$ cat config.mk
export PLATFORM = sky130hd
export DESIGN_NAME = oid_arc_decoder_core_flat
export DESIGN_NICKNAME = d
export VERILOG_FILES = /design/src/oad_pkg.sv /design/src/oad_if.sv /design/src/oad_front.sv /design/src/oad_queue.sv /design/src/oad_back.sv /design/src/oid_arc_decoder_core.sv /design/src/flat_wrapper.sv
export SDC_FILE = /design/constraint.sdc
export NUM_CORES = 1
export LEC_CHECK = 0
export BUFFER_PORTS_ARGS = -buffer_cell sky130_fd_sc_hd__buf_2
export CORE_MARGIN = 10
export CORE_UTILIZATION = 35
export CTS_BUF_LIST = sky130_fd_sc_hd__clkbuf_8
export CTS_CLUSTER_SIZE = 8
export DETAILED_ROUTE_END_ITERATION = 7
export GPL_ROUTABILITY_DRIVEN = 1
export SLEW_MARGIN = 5
export SYNTH_ARGS = -nofsm -noshare
export SYNTH_HDL_FRONTEND = slang
export SYNTH_SLANG_ARGS = --single-unit
$ cat constraint.sdc
create_clock -name clk -period 4.36 [get_ports clk]
set_clock_uncertainty 0.1 [all_clocks]
set_input_delay 0.654 -clock clk [delete_from_list [all_inputs] [get_ports clk]]
set_output_delay 0.654 -clock clk [all_outputs]
set_load 0.03 [all_outputs]
$ cat src/oad_pkg.sv
// Package for the object identifier arc decoder: field widths, constants,
// result status codes and the entry type passed from the front end to the back end.
// No dependencies.
`default_nettype none

package oad_pkg;

  localparam int ARC_FIELD_W  = 32;
  localparam int ARC_BITS_DEF = 32;
  localparam int BYTE_W       = 8;
  localparam int DIGIT_W      = 7;
  localparam int CONT_BIT     = 7;
  localparam int QUEUE_DEPTH  = 2;

  localparam logic [ARC_FIELD_W-1:0] SPLIT_ISO   = ARC_FIELD_W'(40);
  localparam logic [ARC_FIELD_W-1:0] SPLIT_JOINT = ARC_FIELD_W'(80);
  localparam logic [ARC_FIELD_W-1:0] ROOT_ITU    = ARC_FIELD_W'(0);
  localparam logic [ARC_FIELD_W-1:0] ROOT_ISO    = ARC_FIELD_W'(1);
  localparam logic [ARC_FIELD_W-1:0] ROOT_JOINT  = ARC_FIELD_W'(2);

  typedef enum logic [1:0] {
    ST_OK        = 2'd0,
    ST_OVERFLOW  = 2'd1,
    ST_TRUNCATED = 2'd2
  } status_t;

  typedef enum logic [1:0] {
    ENT_ARC,
    ENT_FIRST,
    ENT_TRUNC
  } entry_kind_t;

  typedef struct packed {
    entry_kind_t              kind;
    logic [ARC_FIELD_W-1:0]   value;
    logic                     ovf;
    logic                     fin;
  } entry_t;

endpackage

`default_nettype wire

$ cat src/oad_if.sv
// Valid/ready channel interfaces for the arc decoder: content bytes in, arcs out.
// Depends on nothing; field widths follow the block's fixed item format.
`default_nettype none

interface oad_in_if;
  logic       valid;
  logic       ready;
  logic [7:0] content_byte;
  logic       final_byte;

  modport source (output valid, output content_byte, output final_byte, input ready);
  modport sink   (input valid, input content_byte, input final_byte, output ready);
endinterface

interface oad_out_if;
  logic        valid;
  logic        ready;
  logic [31:0] arc_value;
  logic        run_last;
  logic        identifier_end;
  logic [1:0]  status;

  modport source (output valid, output arc_value, output run_last,
                  output identifier_end, output status, input ready);
  modport sink   (input valid, input arc_value, input run_last,
                  input identifier_end, input status, output ready);
endinterface

`default_nettype wire

$ cat src/oad_front.sv
// Front end of the arc decoder: accepts content bytes, accumulates base-128 digits
// and pushes one classified entry per completed subidentifier. Uses oad_pkg, oad_if.
`default_nettype none

module oad_front #(
  parameter int ARC_BITS = oad_pkg::ARC_BITS_DEF
) (
  input  wire logic           clk,
  input  wire logic           rst_n,
  oad_in_if.sink              in_ch,
  output logic                push_valid,
  input  wire logic           push_ready,
  output oad_pkg::entry_t     push_entry
);
  import oad_pkg::*;

  localparam int AW = (ARC_BITS < ARC_FIELD_W) ? ARC_BITS : ARC_FIELD_W;

  logic [AW-1:0] acc_r, acc_nxt;
  logic          ovf_r, ovf_nxt;
  logic          first_r, first_nxt;
  logic          cont;
  logic          fire;
  logic          sum_ovf;
  logic [AW-1:0] sum;

  assign cont        = in_ch.content_byte[CONT_BIT];
  assign in_ch.ready = push_ready;
  assign fire        = in_ch.valid && push_ready;
  assign sum_ovf     = ovf_r || (|acc_r[AW-1 -: DIGIT_W]);
  assign sum         = sum_ovf ? '1
                     : {acc_r[AW-DIGIT_W-1:0], in_ch.content_byte[DIGIT_W-1:0]};

  always_comb begin
    acc_nxt          = acc_r;
    ovf_nxt          = ovf_r;
    first_nxt        = first_r;
    push_valid       = 1'b0;
    push_entry.kind  = ENT_ARC;
    push_entry.value = ARC_FIELD_W'(sum);
    push_entry.ovf   = sum_ovf;
    push_entry.fin   = in_ch.final_byte;
    if (fire) begin
      if (cont && in_ch.final_byte) begin
        push_valid      = 1'b1;
        push_entry.kind = ENT_TRUNC;
        acc_nxt         = '0;
        ovf_nxt         = 1'b0;
        first_nxt       = 1'b1;
      end else if (cont) begin
        acc_nxt = sum;
        ovf_nxt = sum_ovf;
      end else begin
        push_valid      = 1'b1;
        push_entry.kind = first_r ? ENT_FIRST : ENT_ARC;
        acc_nxt         = '0;
        ovf_nxt         = 1'b0;
        first_nxt       = in_ch.final_byte;
      end
    end
  end

  always_ff @(posedge clk) begin
    if (!rst_n) begin
      acc_r   <= '0;
      ovf_r   <= 1'b0;
      first_r <= 1'b1;
    end else begin
      acc_r   <= acc_nxt;
      ovf_r   <= ovf_nxt;
      first_r <= first_nxt;
    end
  end

  // A final byte always leaves the decoder ready for a fresh identifier.
  a_final_clears: assert property (@(posedge clk) disable iff (!rst_n)
    fire && in_ch.final_byte |=> first_r && !ovf_r && (acc_r == '0))
    else $error("state not cleared after final byte");

endmodule

`default_nettype wire

$ cat src/oad_queue.sv
// Two-entry queue between the front and back ends of the arc decoder.
// Uses oad_pkg for the entry type and depth.
`default_nettype none

module oad_queue (
  input  wire logic             clk,
  input  wire logic             rst_n,
  input  wire logic             push_valid,
  output logic                  push_ready,
  input  wire oad_pkg::entry_t  push_entry,
  output logic                  pop_valid,
  input  wire logic             pop_ready,
  output oad_pkg::entry_t       pop_entry
);
  import oad_pkg::*;

  localparam int PW = (QUEUE_DEPTH > 1) ? $clog2(QUEUE_DEPTH) : 1;
  localparam int CW = $clog2(QUEUE_DEPTH + 1);
  localparam logic [PW-1:0] LAST_SLOT = PW'(QUEUE_DEPTH - 1);
  localparam logic [CW-1:0] FULL_CNT  = CW'(QUEUE_DEPTH);

  entry_t        slot_r [QUEUE_DEPTH];
  logic [PW-1:0] wr_ptr_r, wr_ptr_nxt;
  logic [PW-1:0] rd_ptr_r, rd_ptr_nxt;
  logic [CW-1:0] cnt_r, cnt_nxt;
  logic          push, pop;

  assign push_ready = (cnt_r != FULL_CNT);
  assign pop_valid  = (cnt_r != '0);
  assign pop_entry  = slot_r[rd_ptr_r];
  assign push       = push_valid && push_ready;
  assign pop        = pop_valid && pop_ready;

  always_comb begin
    wr_ptr_nxt = wr_ptr_r;
    rd_ptr_nxt = rd_ptr_r;
    cnt_nxt    = cnt_r;
    if (push) begin
      wr_ptr_nxt = (wr_ptr_r == LAST_SLOT) ? '0 : wr_ptr_r + PW'(1);
    end
    if (pop) begin
      rd_ptr_nxt = (rd_ptr_r == LAST_SLOT) ? '0 : rd_ptr_r + PW'(1);
    end
    if (push && !pop) begin
      cnt_nxt = cnt_r + CW'(1);
    end else if (pop && !push) begin
      cnt_nxt = cnt_r - CW'(1);
    end
  end

  always_ff @(posedge clk) begin
    if (!rst_n) begin
      wr_ptr_r <= '0;
      rd_ptr_r <= '0;
      cnt_r    <= '0;
    end else begin
      wr_ptr_r <= wr_ptr_nxt;
      rd_ptr_r <= rd_ptr_nxt;
      cnt_r    <= cnt_nxt;
    end
  end

  always_ff @(posedge clk) begin
    if (push) begin
      slot_r[wr_ptr_r] <= push_entry;
    end
  end

endmodule

`default_nettype wire

$ cat src/oad_back.sv
// Back end of the arc decoder: turns queue entries into arc results, splitting the
// first subidentifier into two arcs, behind an output register. Uses oad_pkg, oad_if.
`default_nettype none

module oad_back (
  input  wire logic             clk,
  input  wire logic             rst_n,
  input  wire logic             pop_valid,
  output logic                  pop_ready,
  input  wire oad_pkg::entry_t  pop_entry,
  oad_out_if.source             out_ch
);
  import oad_pkg::*;

  logic                   out_valid_r, out_valid_nxt;
  logic [ARC_FIELD_W-1:0] out_arc_r, out_arc_nxt;
  logic                   out_last_r, out_last_nxt;
  logic                   out_end_r, out_end_nxt;
  status_t                out_status_r, out_status_nxt;
  logic                   pend_r, pend_nxt;
  logic [ARC_FIELD_W-1:0] pend_arc_r, pend_arc_nxt;
  logic                   pend_end_r, pend_end_nxt;
  status_t                pend_status_r, pend_status_nxt;

  logic                   out_free;
  logic [ARC_FIELD_W-1:0] root_arc, rest_arc;
  logic [ARC_FIELD_W-1:0] d_arc;
  logic                   d_last, d_end, d_pend;
  status_t                d_status, arc_status;

  assign out_free  = !out_valid_r || out_ch.ready;
  assign pop_ready = out_free && !pend_r;

  assign out_ch.valid          = out_valid_r;
  assign out_ch.arc_value      = out_arc_r;
  assign out_ch.run_last       = out_last_r;
  assign out_ch.identifier_end = out_end_r;
  assign out_ch.status         = out_status_r;

  assign arc_status = pop_entry.ovf ? ST_OVERFLOW : ST_OK;

  always_comb begin
    if (pop_entry.ovf) begin
      root_arc = ROOT_JOINT;
      rest_arc = pop_entry.value;
    end else if (pop_entry.value < SPLIT_ISO) begin
      root_arc = ROOT_ITU;
      rest_arc = pop_entry.value;
    end else if (pop_entry.value < SPLIT_JOINT) begin
      root_arc = ROOT_ISO;
      rest_arc = pop_entry.value - SPLIT_ISO;
    end else begin
      root_arc = ROOT_JOINT;
      rest_arc = pop_entry.value - SPLIT_JOINT;
    end
  end

  always_comb begin
    d_arc    = pop_entry.value;
    d_last   = 1'b1;
    d_end    = pop_entry.fin;
    d_status = arc_status;
    d_pend   = 1'b0;
    case (pop_entry.kind)
      ENT_TRUNC: begin
        d_arc    = '0;
        d_end    = 1'b1;
        d_status = ST_TRUNCATED;
      end
      ENT_FIRST: begin
        d_arc    = root_arc;
        d_last   = 1'b0;
        d_end    = 1'b0;
        d_status = ST_OK;
        d_pend   = 1'b1;
      end
      default: begin
        d_arc = pop_entry.value;
      end
    endcase
  end

  always_comb begin
    out_valid_nxt   = out_valid_r;
    out_arc_nxt     = out_arc_r;
    out_last_nxt    = out_last_r;
    out_end_nxt     = out_end_r;
    out_status_nxt  = out_status_r;
    pend_nxt        = pend_r;
    pend_arc_nxt    = pend_arc_r;
    pend_end_nxt    = pend_end_r;
    pend_status_nxt = pend_status_r;
    if (out_free) begin
      if (pend_r) begin
        out_valid_nxt  = 1'b1;
        out_arc_nxt    = pend_arc_r;
        out_last_nxt   = 1'b1;
        out_end_nxt    = pend_end_r;
        out_status_nxt = pend_status_r;
        pend_nxt       = 1'b0;
      end else if (pop_valid) begin
        out_valid_nxt   = 1'b1;
        out_arc_nxt     = d_arc;
        out_last_nxt    = d_last;
        out_end_nxt     = d_end;
        out_status_nxt  = d_status;
        pend_nxt        = d_pend;
        pend_arc_nxt    = rest_arc;
        pend_end_nxt    = pop_entry.fin;
        pend_status_nxt = arc_status;
      end else begin
        out_valid_nxt = 1'b0;
      end
    end
  end

  always_ff @(posedge clk) begin
    if (!rst_n) begin
      out_valid_r <= 1'b0;
      pend_r      <= 1'b0;
    end else begin
      out_valid_r <= out_valid_nxt;
      pend_r      <= pend_nxt;
    end
  end

  always_ff @(posedge clk) begin
    out_arc_r     <= out_arc_nxt;
    out_last_r    <= out_last_nxt;
    out_end_r     <= out_end_nxt;
    out_status_r  <= out_status_nxt;
    pend_arc_r    <= pend_arc_nxt;
    pend_end_r    <= pend_end_nxt;
    pend_status_r <= pend_status_nxt;
  end

  // The second arc of a split is only held while the first one is on the port.
  a_pend_with_out: assert property (@(posedge clk) disable iff (!rst_n)
    pend_r |-> out_valid_r)
    else $error("pending second arc without a shown first arc");

  // A result that is not the last of its byte always has its partner waiting.
  a_not_last_pend: assert property (@(posedge clk) disable iff (!rst_n)
    out_valid_r && !out_last_r |-> pend_r)
    else $error("first arc shown without a pending second arc");

  a_trunc_ends: assert property (@(posedge clk) disable iff (!rst_n)
    out_valid_r && (out_status_r == ST_TRUNCATED) |-> out_end_r && out_last_r)
    else $error("truncated result does not end the identifier");

endmodule

`default_nettype wire

$ cat src/oid_arc_decoder_core.sv
// Object identifier arc decoder, top level: front end, entry queue and back end.
// Depends on oad_pkg, oad_if, oad_front, oad_queue and oad_back.
//
// Usage: in_ch carries one content byte of an object identifier per transfer,
// with final_byte set on the identifier's last byte. out_ch carries the decoded
// arcs. A byte that completes a subidentifier gives one arc; the first
// subidentifier of an identifier gives two (the root arc, then the remainder).
// A final byte with the continuation bit set gives one truncated result.
// A result passes from its byte's transfer through a queue slot into the output
// register, from which out_ch takes it. Throughput: one byte per cycle while
// out_ch takes results and each byte gives at most one result. The output
// register moves one result per cycle, so a doubled first-arc result stops the
// back end popping until its second arc is loaded, which can drop in_ch.ready in
// a back-to-back stream; bytes that each give two results run at the output rate.
// When out_ch stalls, the output register holds its result, the queue fills and
// in_ch.ready falls once both queue entries are taken.
// Reset (synchronous, active low) empties the queue and output register and
// starts a new identifier.
`default_nettype none

module oid_arc_decoder_core #(
  parameter int ARC_BITS = oad_pkg::ARC_BITS_DEF
) (
  input  wire logic  clk,
  input  wire logic  rst_n,
  oad_in_if.sink     in_ch,
  oad_out_if.source  out_ch
);
  import oad_pkg::*;

  logic   push_valid, push_ready;
  entry_t push_entry;
  logic   pop_valid, pop_ready;
  entry_t pop_entry;

  oad_front #(
    .ARC_BITS (ARC_BITS)
  ) u_front (
    .clk        (clk),
    .rst_n      (rst_n),
    .in_ch      (in_ch),
    .push_valid (push_valid),
    .push_ready (push_ready),
    .push_entry (push_entry)
  );

  oad_queue u_queue (
    .clk        (clk),
    .rst_n      (rst_n),
    .push_valid (push_valid),
    .push_ready (push_ready),
    .push_entry (push_entry),
    .pop_valid  (pop_valid),
    .pop_ready  (pop_ready),
    .pop_entry  (pop_entry)
  );

  oad_back u_back (
    .clk       (clk),
    .rst_n     (rst_n),
    .pop_valid (pop_valid),
    .pop_ready (pop_ready),
    .pop_entry (pop_entry),
    .out_ch    (out_ch)
  );

endmodule

`default_nettype wire
$ cat src/flat_wrapper.sv
// flat-port wrapper written by rule: the top's interface ports become plain ports
module oid_arc_decoder_core_flat import oad_pkg::*;
#(
  parameter int ARC_BITS = oad_pkg::ARC_BITS_DEF
)
  (clk, rst_n, in_ch_valid, in_ch_content_byte, in_ch_final_byte, in_ch_ready, out_ch_valid, out_ch_arc_value, out_ch_run_last, out_ch_identifier_end, out_ch_status, out_ch_ready);
  oad_in_if in_ch_i ();
  oad_out_if out_ch_i ();
  input  wire logic clk;
  input  wire logic rst_n;
  input wire logic [$bits(in_ch_i.valid)-1:0] in_ch_valid;
  input wire logic [$bits(in_ch_i.content_byte)-1:0] in_ch_content_byte;
  input wire logic [$bits(in_ch_i.final_byte)-1:0] in_ch_final_byte;
  output wire logic [$bits(in_ch_i.ready)-1:0] in_ch_ready;
  output wire logic [$bits(out_ch_i.valid)-1:0] out_ch_valid;
  output wire logic [$bits(out_ch_i.arc_value)-1:0] out_ch_arc_value;
  output wire logic [$bits(out_ch_i.run_last)-1:0] out_ch_run_last;
  output wire logic [$bits(out_ch_i.identifier_end)-1:0] out_ch_identifier_end;
  output wire logic [$bits(out_ch_i.status)-1:0] out_ch_status;
  input wire logic [$bits(out_ch_i.ready)-1:0] out_ch_ready;
  assign in_ch_i.valid = in_ch_valid;
  assign in_ch_i.content_byte = in_ch_content_byte;
  assign in_ch_i.final_byte = in_ch_final_byte;
  assign in_ch_ready = in_ch_i.ready;
  assign out_ch_valid = out_ch_i.valid;
  assign out_ch_arc_value = out_ch_i.arc_value;
  assign out_ch_run_last = out_ch_i.run_last;
  assign out_ch_identifier_end = out_ch_i.identifier_end;
  assign out_ch_status = out_ch_i.status;
  assign out_ch_i.ready = out_ch_ready;
  oid_arc_decoder_core #(.ARC_BITS(ARC_BITS)) u_core (.clk(clk), .rst_n(rst_n), .in_ch(in_ch_i), .out_ch(out_ch_i));
endmodule
Word-level counts from Yosys, hierarchy flattened
Memories as Yosys holds them, arrays and structs flattened. A register that Yosys moved wholly into a read port is not among the register bits.
Index checks and enable logic that the tools add are counted.

word-level totals
  memories = 1
  register bits after elaboration = 111
  memory bits (writable) = 72
  output and inout port bits = 38
  bits of input ports = 13

memory list
  name                   depth  bits a word  read ports  clocked after memory_dff  wr ports  RTL line         text
  u_core.u_queue.slot_r  2      36           1           1                         1         oad_queue.sv:22  entry_t slot_r [QUEUE_DEPTH];

operators by class
  add/sub/neg operators = 6
  bitwise gates (word level) = 1
  equal/unequal tests = 4
  mux-type cells = 45
  reduce and logical (&&, ||, !) cells = 20
  magnitude comparators = 2

operator list
  kind                     count
  $mux W32                 8
  $pmux W32 S2             1
  $lt A32 B6 Y1 const B    1
  $lt A32 B7 Y1 const B    1
  $sub A32 B6 Y32 const B  1
  $sub A32 B7 Y32 const B  1
  $mux W1                  25
  $mux W2                  9
  $logic_and A1 B1 Y1      7
  $reduce_or A7 Y1         1
  $reduce_bool A2 Y1       3
  $logic_not A1 Y1         4
  $pmux W2 S2              1
  $reduce_and A2 Y1        2
  $reduce_and A3 Y1        1
  $add A1 B1 Y1 const B    2
  $add A2 B1 Y2 const B    1
  $eq A2 B1 Y1 const B     1
  $eq A2 B2 Y1 const B     1
  $logic_or A1 B1 Y1       2
  $ne A2 B1 Y1 const B     1
  $ne A2 B2 Y1 const B     1
  $pmux W1 S2              1
  $sub A2 B1 Y2 const B    1
  $not A1 Y1               1

Depth between registers and ports, before layout
Gate-level depths: netlist of the first run.

  depth after elaboration = 8
  gate-level depth with buffers = 13
  depth with buffers taken out = 10

Cells and area by module
A second synthesis of the first run with hierarchy kept.

unflattened totals
  cell total of the unflattened synthesis = 656
  area total of the unflattened synthesis = 8027.7 µm²

by module, submodules not included
  module     area each (µm²)  sequential area each (µm²)  cells an instance  instances
  oad_back   3572.2           2142.1                      323                1
  oad_queue  2832.7           2262.2                      136                1
  oad_front  1622.8           680.7                       197                1

Worst setup path before layout of the first run
Ideal clock, no wire load.

  kind = in2reg
  start = in out_ch_ready
  end = reg u_core.u_queue.cnt_r[1]
  slack = -0.101 ns
  stages on the path = 6
  arrival time = 4.286 ns
  data required time = 4.184 ns
  setup time = 0.076 ns
  path through = nor2b_1 > nor3_1 > inv_1 > ha_1 > or3_1 > a21boi_0

on the way
  word-level cells in the longest chain between the ends = 6
  elaborated cells between the ends (all ways) = 8
  those cells by class = mux: 1; reduce/logical: 7

RTL lines
  what                                                  RTL line            text
  start: declaration                                    flat_wrapper.sv:20  input wire logic [$bits(out_ch_i.ready)-1:0] out_ch_ready;
  $logic_or A1 B1 Y1 *                                  oad_back.sv:31      assign out_free = !out_valid_r || out_ch.ready;
  $logic_and A1 B1 Y1 *                                 oad_back.sv:32      assign pop_ready = out_free && !pend_r;
  $logic_and A1 B1 Y1 *                                 oad_queue.sv:32     assign pop = pop_valid && pop_ready;
  $logic_not A1 Y1                                      oad_queue.sv:44     if (push && !pop) begin
  $logic_and A1 B1 Y1                                   oad_queue.sv:44
  $mux W2 / $reduce_bool A2 Y1 (equally long branches)  -
  end signal: assignment                                oad_queue.sv:59     cnt_r <= cnt_nxt;
  end: declaration                                      oad_queue.sv:25     logic [CW-1:0] cnt_r, cnt_nxt;

Mark *: on every way between the ends. The rest lies on a longest branch, timed or not.
A chain may end at the register's enable or synchronous reset.

==> impl_metrics.ini, run 1 <==
[floorplanning]
coreArea_um2 = 22780
rows = 55
die_y_um = 172.6
ios = 51
start_util = 0.3576
dieArea_um2 = 29780
die_x_um = 172.6

[run_status]
outcome = complete, no violations

[layout]
syn_to_final_growth_pct = 12.07
nFillCells = 2142
fin_nets = 727
layout-drive-gt1-share = 0.2111
multiInputGateArea_um2 = 2884
seqCellArea_um2 = 5086
fin_util = 0.4008

[setup_path]
crit_slowest_cell = dfxtp_2
worstPathMaxFanout = 25
critPathTopFamily = flip-flops
worstPathCellList = mux2i_1, inv_1, ha_1, inv_1, o2111a_1, nor3b_2, a21oi_1, o211ai_1, xor2_1, mux2i_1
start_kind = flop
max_stage_delay_ns = 0.77
path_buf_inv = 2
worstSetupPathType = flop to flop
endpoint_kind = flop
arrival_ns = 3.79
required_ns = 4.47

[placement]
pre_cts_slack_ns = 0.7305
place_hpwl_um = 11630
gp_congestion = 0.8797
io_buffers = 50

[global_route]
grt_pass1_vias = 4978
antenna_found_initial = 2
grt_max_degree = 45
overflow = 0
grt_pass1_wl_um = 27000
track_usage = 0.1115

[routing]
ant_nets = 0
drcViolationCount = 0
detail_route.vias_per_cell = 4.807
avgRoutedWirePerCell_um = 15.82
drtIter0Drc = 331
drt-total-wl_um = 16370
vias = 4975
first_pass_iters = 5

[cts]
clock-root-buffer = clkbuf_8
post-cts-setup-buffers = 0
cts_max_path_buffers = 2
numCtsBuffers = 17
h-tree-depth = 4
postCtsHoldBufs = 0
path_clk_slew_ns = 0.09
cts_tree = done
insertion_delay_ns = 0.48
cts.sinks = 183
cts_resized = 0

[yosys]
ys_types = 60
netlist_area_um2 = 8147
synth_edf_count = 142
syn-num-nets = 683
yosys_warnings = 0
ys_seq_area_frac = 0.6242
ys_ff_latch = 183
synth_flop_cell = edfxtp_1
async_flop_share = 0
synthCells = 663
syn_avg_cell_area_um2 = 12.29

[timing]
hold_ws_ns = 0.3296
finalSetupViolCount = 0
finalCritPeriodShare = 0.8448
period_needed_ns = 3.683
rsz0062_at_grt = no
finalSetupTns_ns = 0
slew_violations = 0
final-hold-violation-count = 0
fin_ws_ns = 0.6767
slew_headroom = 0.3002
max_freq_ghz = 0.2715
tightestPinTransition_ns = 1.047

[power]
finalPower_mw = 5.433
power.leakage_nw = 3.088
ir_worst_vdd_mv = 0.2580
power_density_nw_per_um2 = 595.1

[hold_path]
hold_class = input pin to flop

[job]
cap_violations = 0
-- cells by family (layout without fill, tap and decap cells) --
| family | Yosys count | in the layout | synth area share |
|---|---|---|---|
| AND/OR/NAND/NOR | 239 | 239 | 0.1531 |
| flip-flops | 183 | 183 | 0.6242 |
| AO/OA/AOI/OAI | 113 | 113 | 0.09645 |
| buffers and inverters | 45 | 102 | 0.02565 |
| multiplexers | 43 | 43 | 0.05437 |
| XOR/XNOR | 33 | 33 | 0.03548 |
| adder cells (fa/ha/maj) | 7 | 7 | 0.01075 |
| other | 0 | 2 | 0 |
-- through the flow --
step | cells | cell area [µm²]
2_1_floorplan | 663 | 8152
3_3_place_gp | 1001 | 8721
3_5_place_dp | 1001 | 8721
4_1_cts | 1033 | 9125
5_1_grt | 1033 | 9125
6_report | 1035 | 9130
-- layout make-up --
type / instances / area share
antenna: 2 / 0.0005482
sequential: 183 / 0.5571
tap: 313 / 0.04289
multi-input combinational: 435 / 0.3159
timing repair buffer: 59 / 0.03481
inverter: 11 / 0.004522
clock inverter: 15 / 0.01864
clock buffer: 17 / 0.02563
-- worst paths after layout --
check                                             start                     endpoint  slack (ns)  cells after the start
worst max-delay path                               flop  u_core.u_back.pend_arc_r[9]        0.68                     10
worst min-delay path                   in_ch_final_byte  u_core.u_queue.slot_r[0][0]        0.33                      1
worst max register to register                     flop  u_core.u_back.pend_arc_r[9]        0.68                     10
worst min register to register  u_core.u_front.acc_r[8]      u_core.u_front.acc_r[8]        0.36                      2
-- power by group --
group	total (mW)	internal, mW	switching (mW)	leakage, nW
Clock	1.16	0.524	0.631	0.204
Combinational	1.64	0.486	1.16	1.19
Sequential	2.63	2.47	0.158	1.69
Total	5.43	3.49	1.95	3.09
-- routing by layer --
layer,up-vias,wire [µm],share of wire,track usage
met5,-,7,0.00043,0
met4,2,265,0.016,0.03987
met3,21,866,0.053,0.03376
met2,96,7230,0.44,0.1666
met1,2359,8001,0.49,0.1495
li1,2497,-,-,-
-- synth_stat cells (all sizes together) (9+ instances only) --
cell type	n	share of area
mux2i	36	0.045
nor3	18	0.012
buf	9	0.0091
nor2	24	0.012
clkbuf	25	0.012
xor2	9	0.0097
nor3b	10	0.010
dfxtp	41	0.10
xnor2	24	0.026
or2	32	0.025
inv	11	0.0051
nand2	106	0.049
o21ai	44	0.027
edfxtp	142	0.52
a21boi	33	0.030
nor4	16	0.014
-- placed cells by master (no fill, tap or decap), types with 17 or more instances in the layout --
cell        n
o21ai_0    40
or2_2      32
a21boi_0   33
clkbuf_8   17
dfxtp_1    40
edfxtp_1  142
buf_2      50
xnor2_1    24
nor2_1     18
nand2_1   106
mux2i_1    35
-- sequential cells by signal, summed over array words and instances, names as in the netlist, 2 cells and up, named ones only --
name,flops
u_core.u_back.out_ch.arc_value,32
u_core.u_front.acc_r,32
u_core.u_back.out_ch.status,2
u_core.u_queue.cnt_r,2
u_core.u_queue.slot_r,72
u_core.u_back.pend_arc_r,32
No activity file was read; power rests on OpenSTA's default activity.
==> run 2: changes to the inputs <==
--- a/config.mk
+++ b/config.mk
@@ -5,6 +5,7 @@
 export SDC_FILE = /design/constraint.sdc
 export NUM_CORES = 1
 export LEC_CHECK = 0
+export ABC_AREA = 1
 export BUFFER_PORTS_ARGS = -buffer_cell sky130_fd_sc_hd__buf_2
 export CORE_MARGIN = 10
 export CORE_UTILIZATION = 35
==> constraint.sdc (replaced) <==
create_clock -name clk -period 3.4 [get_ports clk]
set_clock_uncertainty 0.1 [all_clocks]
set_input_delay 0.51 -clock clk [delete_from_list [all_inputs] [get_ports clk]]
set_output_delay 0.51 -clock clk [all_outputs]
set_load 0.03 [all_outputs]
==> impl_metrics.ini, run 2 <==
[setup_path]
worstSetupPathType = flop to flop
crit_path_frequent_cell = nand2_1
r2r_slack_ns = 0.43
max_stage_delay_ns = 0.64
endpoint_kind = flop
worstPathMaxFanout = 24
arrival_ns = 3.09
ff2ff_path_depth = 14
required_ns = 3.52
crit_slowest_cell = dfxtp_2
start_kind = flop
worstPathCellList = buf_4, nand2_1, nand2_1, nand2_1, nor2_2, nand2_2, nor2_8, nand2_4, nand2_2, nand2_2, nor2_4, nand3_1, nand2_1, nand2_1

[yosys]
ys_ff_latch = 183
synth_area_leaders = edfxtp_1 51%, nand2_1 12%, dfxtp_1 9.8%, inv_1 3.7%, o21ai_0 3.0%
synth.most_common_cell = nand2_1
synth_commonest_cells = 274 x nand2_1, 142 x edfxtp_1, 83 x inv_1
yosysTopAreaCellShare = 0.5088
syn-num-nets = 894
synth_edf_count = 142
yosys_warnings = 0
synthCells = 874
syn_avg_cell_area_um2 = 9.589
synth_flop_cell = edfxtp_1
netlist_area_um2 = 8381
async_flop_share = 0
yosys.area.top_type = edfxtp_1
ys_types = 37
ys_seq_area_frac = 0.6067

[cts]
postCtsHoldBufs = 0
post-cts-setup-buffers = 0
cts_tree = done
h-tree-depth = 4
clock-root-buffer = clkbuf_8
cts_resized = 0
cts.sinks = 183
path_clk_slew_ns = 0.09
numCtsBuffers = 17
insertion_delay_ns = 0.46
cts_max_path_buffers = 2

[timing]
final-hold-violation-count = 0
slew_violations = 0
period_needed_ns = 2.973
rsz0062_at_grt = no
finalCritPeriodShare = 0.8745
slew_headroom = 0.5316
tightestPinTransition_ns = 0.6953
fin_ws_ns = 0.4268
finalSetupTns_ns = 0
finalSetupViolCount = 0
max_freq_ghz = 0.3363

[power]
pwr-share-seq = 0.424
switchingPower_mw = 3.389
p_clk_frac = 0.180
power_density_nw_per_um2 = 875.0
switching_share = 0.4119
p_int_mw = 4.839
power.leakage_nw = 3.786
combPwrFrac = 0.396
ir_worst_vdd_mv = 0.3722

[hold_path]
hold_class = input pin to flop
whs_path_depth = 1

[floorplanning]
coreArea_um2 = 23540
dieArea_um2 = 30530
rows = 56
die_x_um = 174.7
die_y_um = 174.7
ios = 51
start_util = 0.3560

[global_route]
grt_use_met2 = 0.1904
overflow = 0
grt_pass1_vias = 5419
grtUsageMet3 = 0.03233
grtUsageMet1 = 0.1665
busiest_layer = met2
grt_max_degree = 38
antenna_found_initial = 0
grt_pass1_wl_um = 30100
track_usage = 0.1238

[placement]
gp_congestion = 0.8934
place_hpwl_um = 13350
io_buffers = 50
dp_cells = 1228
pre_cts_slack_ns = 0.4675

[layout]
largest_reg_flops = 72
top_register = u_core.u_queue.slot_r
nFillCells = 2350
layout-drive-gt1-share = 0.1860
fin_cells = 1260
fin_util = 0.3994
fin_nets = 948
antenna_cells = 0
final_common_cell = nand2_1
layout_common_cells = 274 x nand2_1, 142 x edfxtp_1, 85 x inv_1
syn_to_final_growth_pct = 12.21

[run_status]
outcome = complete, no violations

[routing]
vias = 5802
detail_route.vias_per_cell = 4.605
first_pass_iters = 5
drt-total-wl_um = 18700
drcViolationCount = 0
drtIter0Drc = 462
ant_nets = 0
avgRoutedWirePerCell_um = 14.84

[job]
cap_violations = 0
==> run 2: metal layers <==
metal,share of wire,wire [µm]
met5,0,0
met4,0.011,215
met3,0.053,993
met2,0.45,8505
met1,0.48,8987
==> run 2: critical path: cells and delay by family (launching register included) <==
family / cells / cell delay (ns)
buffers and inverters: 1 / 0.34
DFF: 1 / 0.64
and+or+nand+nor: 13 / 1.64
==> run 2: per-stage QoR <==
step | area [µm²] | power [mW] | hold WS, ns
2_1_floorplan | 8386 | 5.888 | 0.3406
3_3_place_gp | 9007 | 6.805 | 0.3469
3_5_place_dp | 9007 | 6.844 | 0.3523
4_1_cts | 9404 | 8.329 | 0.1736
5_1_grt | 9404 | 8.806 | 0.1672
6_report | 9404 | 8.228 | 0.2052
==> run 2: kinds of logic (layout without fill, tap and decap cells) <==
logic type	Yosys count	count (layout)	share of synthesized area
flip-flops	183	183	0.6067
AO/OA/AOI/OAI	112	112	0.07256
buffers and inverters	118	185	0.06151
adder cells (fa/ha/maj)	7	7	0.01045
AND/OR/NAND/NOR	438	438	0.2320
XOR/XNOR	16	16	0.01672
==> run 2: final cells by class <==
class	instances	area, µm²	share of cell area
clock buffer	18	247.7	0.02634
clock inverter	14	148.9	0.01583
inverter	87	329.1	0.03499
multi-input combinational	573	2823	0.3002
sequential	183	5086	0.5408
tap	319	399.1	0.04244
timing repair buffer	66	370.4	0.03938
==> run 2: final timing paths <==
check                                start                           end
setup reg to reg                      flop  u_core.u_back.pend_arc_r[13]
setup / recovery                      flop  u_core.u_back.pend_arc_r[13]
hold reg to reg   u_core.u_front.acc_r[21]      u_core.u_front.acc_r[21]
hold / removal            in_ch_final_byte   u_core.u_queue.slot_r[0][0]
==> run 2: power by group through the flow <==
stage	logic [mW]	clock network [mW]	registers [mW]
final	3.26	1.48	3.49
after global routing	3.64	1.62	3.55
after CTS	3.30	1.53	3.50
after detailed placement	3.30	0	3.55
after global placement	3.27	0	3.54
after floorplan	1.89	0	4.00
==> run 3: changes to the inputs <==
--- a/config.mk
+++ b/config.mk
@@ -13,6 +13,7 @@
 export CTS_CLUSTER_SIZE = 8
 export DETAILED_ROUTE_END_ITERATION = 7
 export GPL_ROUTABILITY_DRIVEN = 1
+export RECOVER_POWER = 100
 export SLEW_MARGIN = 5
 export SYNTH_ARGS = -nofsm -noshare
 export SYNTH_HDL_FRONTEND = slang
==> constraint.sdc (replaced) <==
create_clock -name clk -period 3.4 [get_ports clk]
set_clock_uncertainty 0.1 [all_clocks]
set_input_delay 0.51 -clock clk [delete_from_list [all_inputs] [get_ports clk]]
set_output_delay 0.51 -clock clk [all_outputs]
set_load 0.005 [all_outputs]
==> impl_metrics.ini, run 3 (synthesized netlist as in run 2, its figures left out) <==
[layout]
antenna_cells = 0
syn_to_final_growth_pct = 11.08
layout-drive-gt1-share = 0.1328
largest_reg_flops = 72
layout_common_cells = 275 x nand2_1, 142 x edfxtp_1, 86 x inv_1
fin_nets = 948
top_register = u_core.u_queue.slot_r
fin_util = 0.3954
final_common_cell = nand2_1
nFillCells = 2380

[power]
ir_worst_vdd_mv = 0.2616
combPwrFrac = 0.351
power.leakage_nw = 3.650
power_density_nw_per_um2 = 828.2
switchingPower_mw = 2.941
switching_share = 0.3815
p_int_mw = 4.768
p_clk_frac = 0.192
pwr-share-seq = 0.457

[global_route]
overflow = 0
antenna_found_initial = 0
grt_max_degree = 38
grt_pass1_wl_um = 30100
track_usage = 0.1238
grt_pass1_vias = 5419

[timing]
finalCritPeriodShare = 0.9053
finalSetupTns_ns = 0
slew_headroom = -0.3930
period_needed_ns = 3.078
final-hold-violation-count = 0
slew_violations = 74
tightestPinTransition_ns = 2.089
max_freq_ghz = 0.3249
rsz0062_at_grt = no
hold_ws_ns = 0.2169
finalSetupViolCount = 0

[cts]
cts_max_path_buffers = 2
numCtsBuffers = 17
cts.sinks = 183
cts_resized = 0
cts_tree = done
h-tree-depth = 4
insertion_delay_ns = 0.46
path_clk_slew_ns = 0.10
post-cts-setup-buffers = 0
postCtsHoldBufs = 0
clock-root-buffer = clkbuf_8

[setup_path]
required_ns = 3.47
ff2ff_path_depth = 8
worstSetupPathType = flop to flop
arrival_ns = 3.15
start_kind = flop
endpoint_kind = flop
worstPathMaxFanout = 29

[routing]
first_pass_iters = 6
drtIter0Drc = 461
drt-total-wl_um = 18700
avgRoutedWirePerCell_um = 14.84
ant_nets = 0
detail_route.vias_per_cell = 4.615
vias = 5815
drcViolationCount = 0

[floorplanning]
start_util = 0.3560
ios = 51
coreArea_um2 = 23540
dieArea_um2 = 30530
die_x_um = 174.7
rows = 56
die_y_um = 174.7

[run_status]
outcome = complete, but fails checks
violations = max-capacitance violations, max-slew violations

[placement]
io_buffers = 50
place_hpwl_um = 13350
gp_congestion = 0.8934

[hold_path]
whs_path_depth = 2
hold_class = input pin to flop

[job]
cap_violations = 2
==> run 3: cell types whose count changed in the layout (fill, tap and decap cells not counted), sizes merged <==
cell | before | now
clkbuf | 18 | 65
buf | 66 | 19
==> run 3: area by class of cell <==
| cell class | instances | area, µm² | area share |
|---|---|---|---|
| clock buffer | 18 | 247.7 | 0.02661 |
| sequential | 183 | 5086 | 0.5464 |
| inverter | 87 | 329.1 | 0.03535 |
| multi-input combinational | 573 | 2803 | 0.3011 |
| tap | 319 | 399.1 | 0.04288 |
| timing repair buffer | 66 | 295.3 | 0.03172 |
| clock inverter | 14 | 148.9 | 0.01599 |
==> run 3: path summary, 6_finish.rpt <==
| path | slack (ns) | from | to |
|---|---|---|---|
| setup / recovery | 0.32 | flop | u_core.u_back.out_ch.arc_value[25] |
| hold / removal | 0.22 | rst_n | u_core.u_front.first_r |
| setup reg to reg | 0.32 | flop | u_core.u_back.out_ch.arc_value[25] |
| hold reg to reg | 0.36 | u_core.u_front.acc_r[21] | u_core.u_front.acc_r[21] |
==> run 3: power groups by stage <==
stage                     Clock [mW]  Sequential, mW  Combinational (mW)
after global placement             0            3.54                2.83
after CTS                       1.53            3.50                2.86
after detailed placement           0            3.55                2.85
after global routing            1.62            3.59                3.09
final                           1.48            3.52                2.71
after floorplan                    0            3.55                1.88
==> run 3: layer usage <==
layer,global-route usage,vias to the layer above,part of all wire
met1,0.1665,2700,0.48
met3,0.03233,11,0.053
met4,0.03992,0,0.010
li1,-,2978,-
met2,0.1904,126,0.45
met5,0,-,0
==> run 3: metrics by stage <==
step | power (mW) | cells | setup WS, ns | instance area [µm²]
after floorplan | 5.430 | 874 | 0.1997 | 8386
after CTS | 7.885 | 1260 | 0.4440 | 9404
final | 7.709 | 1260 | 0.3219 | 9309
after global placement | 6.361 | 1228 | 0.4850 | 9007
after global routing | 8.302 | 1260 | 0.1075 | 9309
after detailed placement | 6.401 | 1228 | 0.4675 | 9007
==> run 3: critical path, stage by stage, from the launching register on <==
cell and delay [ns]:
dfxtp_2 0.63, inv_4 0.23, or2_2 0.33, o21ai_0 0.13, inv_1 0.08, ha_1 0.34
nand2_1 0.30, clkbuf_1 0.41, o21ai_0 0.24
